### config.mk
export PLATFORM = sky130hd
export DESIGN_NAME = pleng_cell
export DESIGN_NICKNAME = d
export VERILOG_FILES = /design/src/rtl/pleng_pkg.sv /design/src/rtl/pleng_cell.sv
export SDC_FILE = /design/constraint.sdc
export NUM_CORES = 1
export LEC_CHECK = 0
export BUFFER_PORTS_ARGS = -buffer_cell sky130_fd_sc_hd__buf_2
export CAP_MARGIN = 20
export CORE_ASPECT_RATIO = 0.75
export CORE_MARGIN = 5
export CORE_UTILIZATION = 25
export DETAILED_ROUTE_END_ITERATION = 8
export GPL_ROUTABILITY_DRIVEN = 0
export MAX_ROUTING_LAYER = met4
export PLACE_DENSITY = 0.63
export SLEW_MARGIN = 20
export SYNTH_ARGS = -nofsm -noshare
export SYNTH_HDL_FRONTEND = slang
export SYNTH_SLANG_ARGS = --single-unit
### constraint.sdc
create_clock -name i_clk -period 1.9 [get_ports i_clk]
set_input_delay 0.38 -clock i_clk [delete_from_list [all_inputs] [get_ports i_clk]]
set_output_delay 0.38 -clock i_clk [all_outputs]
set_load 0.02 [all_outputs]
### src/rtl/pleng_pkg.sv
// shared types and constants for the positional list engine
// opcode and status codes, cell control group, default sizes; no dependencies
`timescale 1ns / 1ps

package pleng_pkg;

    localparam int DEF_CAPACITY   = 64;
    localparam int DEF_DATA_WIDTH = 32;
    localparam int OP_W           = 4;
    localparam int ST_W           = 2;

    typedef enum logic [OP_W-1:0] {
        OP_APPEND    = 4'd0,
        OP_PUSH      = 4'd1,
        OP_INSERT_AT = 4'd2,
        OP_POP_FRONT = 4'd3,
        OP_POP_BACK  = 4'd4,
        OP_REMOVE_AT = 4'd5,
        OP_READ_AT   = 4'd6,
        OP_SEARCH    = 4'd7,
        OP_CLEAR     = 4'd8
    } t_op;

    typedef enum logic [ST_W-1:0] {
        ST_OK    = 2'd0,
        ST_EMPTY = 2'd1,
        ST_RANGE = 2'd2,
        ST_FULL  = 2'd3
    } t_status;

    // per-request control broadcast to every cell
    typedef struct packed {
        logic ins;   // open a gap at the index and write the value there
        logic del;   // close the gap at the index
        logic tap;   // cell at the index drives its entry to the reduction
        logic srch;  // every valid cell compares against the value
    } t_cell_ctl;

endpackage

### src/rtl/pleng_cell.sv
// one storage cell of the list: holds a single entry and shifts with its neighbors
// depends on pleng_pkg for the cell control struct
`timescale 1ns / 1ps

module pleng_cell #(
    parameter int INDEX = 0,
    parameter int PW    = 6,
    parameter int CW    = 7,
    parameter int DW    = 32
) (
    input  logic                 i_clk,
    input  pleng_pkg::t_cell_ctl i_ctl,
    input  logic [PW-1:0]        i_at,
    input  logic [CW-1:0]        i_len,
    input  logic [DW-1:0]        i_val,
    input  logic [DW-1:0]        i_left,
    input  logic [DW-1:0]        i_right,
    output logic [DW-1:0]        o_entry,
    output logic [DW-1:0]        o_tap,
    output logic                 o_hit
);
    import pleng_pkg::*;

    localparam logic [CW-1:0] IDX = CW'(INDEX);

    logic [DW-1:0] r_entry, n_entry;
    logic [DW-1:0] r_tap;
    logic          r_hit;
    logic [CW-1:0] w_at;

    assign w_at = CW'(i_at);

    always_comb begin
        n_entry = r_entry;
        if (i_ctl.ins) begin
            if (IDX > w_at) begin
                n_entry = i_left;
            end else if (IDX == w_at) begin
                n_entry = i_val;
            end
        end else if (i_ctl.del) begin
            if (IDX >= w_at) begin
                n_entry = i_right;
            end
        end
    end

    always_ff @(posedge i_clk) begin
        r_entry <= n_entry;
        r_tap   <= (i_ctl.tap && IDX == w_at) ? r_entry : '0;
        r_hit   <= i_ctl.srch && (IDX < i_len) && (r_entry == i_val);
    end

    assign o_entry = r_entry;
    assign o_tap   = r_tap;
    assign o_hit   = r_hit;

endmodule

* Yosys cells after proc, flatten, opt, wreduce, memory -nomap -nowiden *
Index checks and enable logic that the tools add are counted.

word-level totals
  register bits after elaboration = 65
  output and inout port bits = 65
  logic and storage cells = 20
  input port bits = 114

operators by class
  equality and inequality tests = 2
  multiplexer cells = 5
  reduce and logical (&&, ||, !) cells = 7
  order comparisons = 3

operators with widths
  cell                  count
  $mux W32              5
  $eq A32 B32 Y1        1
  $logic_not A7 Y1      1
  $lt A1 B7 Y1 const A  1
  $ge A1 B6 Y1 const A  1
  $gt A1 B6 Y1 const A  1
  $reduce_bool A2 Y1    2
  $logic_and A1 B1 Y1   3
  $ne A3 B1 Y1 const B  1
  $reduce_and A3 Y1     1

* Depth between registers and ports, before layout *
  depth after elaboration = 4
  depth in mapped cells = 4
  gate-level depth less buffers = 4

* Worst setup path after synthesis *
No wires, ideal clock.

  kind = input to register
  start point = in i_ctl[3] in the netlist's numbering
  end point = reg r_entry[0], in the netlist o_entry[0], enable pin
  buffers on the path = 2
  stages = 3
  library setup time = 387 ps
  slack = 22 ps
  data arrival time = 1491 ps
  data required time = 1513 ps
  path through = buf_2 -> buf_2 -> o211a_1

between the ends
  cells in the longest elaborated chain, start to end = 2
  elaborated cells between the ends (all ways) = 4
  classes of those cells = eq/ne (1); reduce/logical (3)

ends and longest elaborated chain
  element                                                              RTL line          source
  start: declaration                                                   pleng_cell.sv:12  input pleng_pkg::t_cell_ctl i_ctl,
  $ne A3 B1 Y1 (no source line) or $reduce_bool A2 Y1 (tied branches)  --
  $reduce_and A3 Y1 (no source line) (*)                               --
  end signal: assignment                                               pleng_cell.sv:49  r_entry <= n_entry;
  end: declaration                                                     pleng_cell.sv:26  logic [DW-1:0] r_entry, n_entry;

Mark *: on every way between the ends. The rest lies on a longest branch, timed or not.
A chain may end at the register's enable or synchronous reset.

* Worst setup path after layout *
  start point = reg r_entry[27], in the netlist o_entry[27]
  end point = reg r_hit, in the netlist o_hit

between the ends
  cells in the longest elaborated chain, start to end = 2

ends and longest elaborated chain
  element                 RTL line          source
  $eq A32 B32 Y1          pleng_cell.sv:51  r_hit <= i_ctl.srch && (IDX < i_len) && (r_entry == i_val);
  $logic_and A1 B1 Y1     pleng_cell.sv:51
  end signal: assignment  pleng_cell.sv:51
  end: declaration        pleng_cell.sv:28  logic r_hit;

Every way passes these cells.

==> impl_results.md <==
- CP Launch Type: flop
- Multi-input gate area: 981 sq um
- Layout Nets: 455
- Syn Nets: 301
- Final instance count without filler cells: 482
- Power per Cell Area: 866 nW/um^2
- Syn_area_per_cell: 14.2 sq um
- Total of max-cap violations: 0
- YS warnings: 0
- Inserted Diodes: 0
- Sequential cell area: 1620 sq um
- Top cell type's share of synthesized area: 36.2%
- Slew Viols, Final: 0
- Vias in the first global route: 2204
- Total global-route track usage: 11.7%
- Period utilisation layout: 73.8%
- Hold Path End: o_hit$_DFF_P_
- Post-CTS Setup Bufs: 0
- Hold crit path type: in -> reg
- Clk slew on worst S/H paths: 0.05 ns
- First drt pass iteration count: 4
- Post-synthesis sequential area ratio: 61.0%
- Reg2Reg Depth: 4
- Mapped Cells: 187
- Via density: 4.18
- Die Area: 12800 sq um
- # hold bufs at CTS: 0
- # fillers: 1032
- R2r endpoint: o_hit$_DFF_P_
- Yosys reg bits: 65
- Fin crit period: 1.40 ns
- CTS Buf Count: 9
- Status: complete, no violations
- Commonest non-fill, non-tap cell in the layout: buf_2
- WP data required: 2.14 ns
- Initial Util: 25.7%
- Hold path cells: 3
- Worst vdd ir: 0.451 mV
- Dpl hpwl: 5530 um
- CTS resizes: 0
- Antenna violations before repair: 0
- FF-to-FF setup slack: 0.50 ns
- IO Pins: 179
- CTS HTree Levels: 3
- # DRC: 0
- Setup_tns: 0 ns
- Area grow syn2layout: 44.9%
- Placed insts: 466
- Row cnt: 32
- Routed Antenna Nets: 0
- Worst skew pair latency: 0.32 ns
- Mapped cell area: 2660 sq um
- Die Ht: 99.3 um
- Pleak: 0.00175 uW
- Setup Skew: 0.00520 ns
- First-pass GRT wire length: 11000 um
- Critical path class: reg -> reg
- Pin count of the biggest net entering global routing: 33
- Most frequent cells in the layout: 146 x buf_2, 33 x dfxtp_1, 32 x mux2_2, 32 x edfxtp_1, 31 x xor2_1
- RR Startpoint: o_entry[27]$_DFFE_PP_
- HP Start: i_ctl[0]
- Area leader, netlist: edfxtp_1
- Library cells used by synthesis: 18
- Critical Path AT: 1.64 ns
- Core Box Area: 10300 sq um
- Clk sink count: 65
- Worst Tran Pin Value: 0.416 ns
- Die W: 129 um
- Layout cells sized above 1: 60.7%
- Drt first-iter violations: 25
- Grt total ovfl: 0
- Final hold vios: 0
- IO Port Bufs: 146
- RSZ-0062 raised after global routing: no
- Max_slew headroom: 72.0%
- Clk root buf: clkbuf_16
- Final setup vio count: 0
- Fmax: 713 MHz
- Wire per inst: 14.9 um
- Nature of the critical path endpoint: flop
- Synth top area cells: edfxtp_1 36%, dfxtp_1 25%, mux2_2 14%
- Worst-path maximum fanout: 3
- Clock buffer depth: 2
- Post-Route WL: 7170 um
- CTS tree: yes
- Vias: 2014
==> cells in the mapped netlist, drive strengths merged <==
master / count
and3: 1
buf: 7
nor4: 9
dfxtp: 33
xnor2: 1
mux2: 32
nand3: 1
and2: 32
edfxtp: 32
nor3: 3
o211a: 1
xor2: 31
nand4: 2
nand2: 1
nor2: 1
==> worst max-delay path by stage <==
| stage | startpoint | endpoint | slack (ns) | cells past startpoint |
|---|---|---|---|---|
| 4_1_cts | o_entry[27]$_DFFE_PP_ | o_hit$_DFF_P_ | 0.45 | 4 |
| 3_3_place_gp | i_at[1] | o_entry[14]$_DFFE_PP_ | 0.33 | 4 |
| 2_1_floorplan | i_ctl[3] | o_entry[0]$_DFFE_PP_ | 0.02 | 3 |
| 6_report | o_entry[27]$_DFFE_PP_ | o_hit$_DFF_P_ | 0.50 | 4 |
| 5_1_grt | o_entry[27]$_DFFE_PP_ | o_hit$_DFF_P_ | 0.30 | 4 |
| 3_5_place_dp | i_at[1] | o_entry[14]$_DFFE_PP_ | 0.31 | 4 |
==> state kept, by name (all words and copies together), names as in the netlist <==
register  count
o_entry      32
o_hit         1
o_tap        32
==> metrics by stage <==
step | setup slack (ns) | total power [uW] | cell area [sq um] | hold slack, ns | utilization [%]
floorplan | 0.0224 | 1630 | 2660 | 0.520 | -
global placement | 0.331 | 1760 | 3560 | 0.501 | 34.4
detailed placement | 0.310 | 1770 | 3560 | 0.513 | 34.4
CTS | 0.446 | 3400 | 3850 | 0.328 | 37.3
global route | 0.302 | 3480 | 3850 | 0.339 | 37.3
finish | 0.498 | 3330 | 3850 | 0.349 | 37.3
==> worst max-delay path, stage by stage, from the launching register on <==
cell      delay (ns)
edfxtp_1        0.42
xor2_1          0.17
nor4_1          0.42
nand4_1         0.14
nor3_1          0.17
==> where the power goes <==
group / switching [uW] / internal [uW]
clock network: 554 / 1050
logic: 100 / 140
registers: 5.85 / 1490
==> cell families after synthesis <==
| family | share of synthesized area [%] |
|---|---|
| DFF | 61.0 |
| and+or+nand+nor | 12.4 |
| xor gates and xnor gates | 10.6 |
| muxes | 13.6 |
| buffers and inverters | 2.03 |
| AOI/OAI and AO/OA | 0.377 |
==> layer usage <==
| layer | part of all wire (%) | global-route usage (%) | up-vias |
|---|---|---|---|
| met2 | 47 | 18.6 | 98 |
| li1 | - | - | 969 |
| met3 | 9.6 | 4.46 | 8 |
| met4 | 1.2 | 3.87 | 0 |
| met5 | 0 | - | - |
| met1 | 43 | 13.7 | 939 |
==> layout make-up <==
cell class / instances / area share (%)
clock inverters: 3 / 1.04
multi-input cells: 115 / 25.5
well taps: 136 / 4.42
flip-flops and latches: 65 / 42.1
clock buffers: 13 / 6.50
repair buffers: 150 / 20.4
Note: power is estimated with default switching activity, not from simulation.
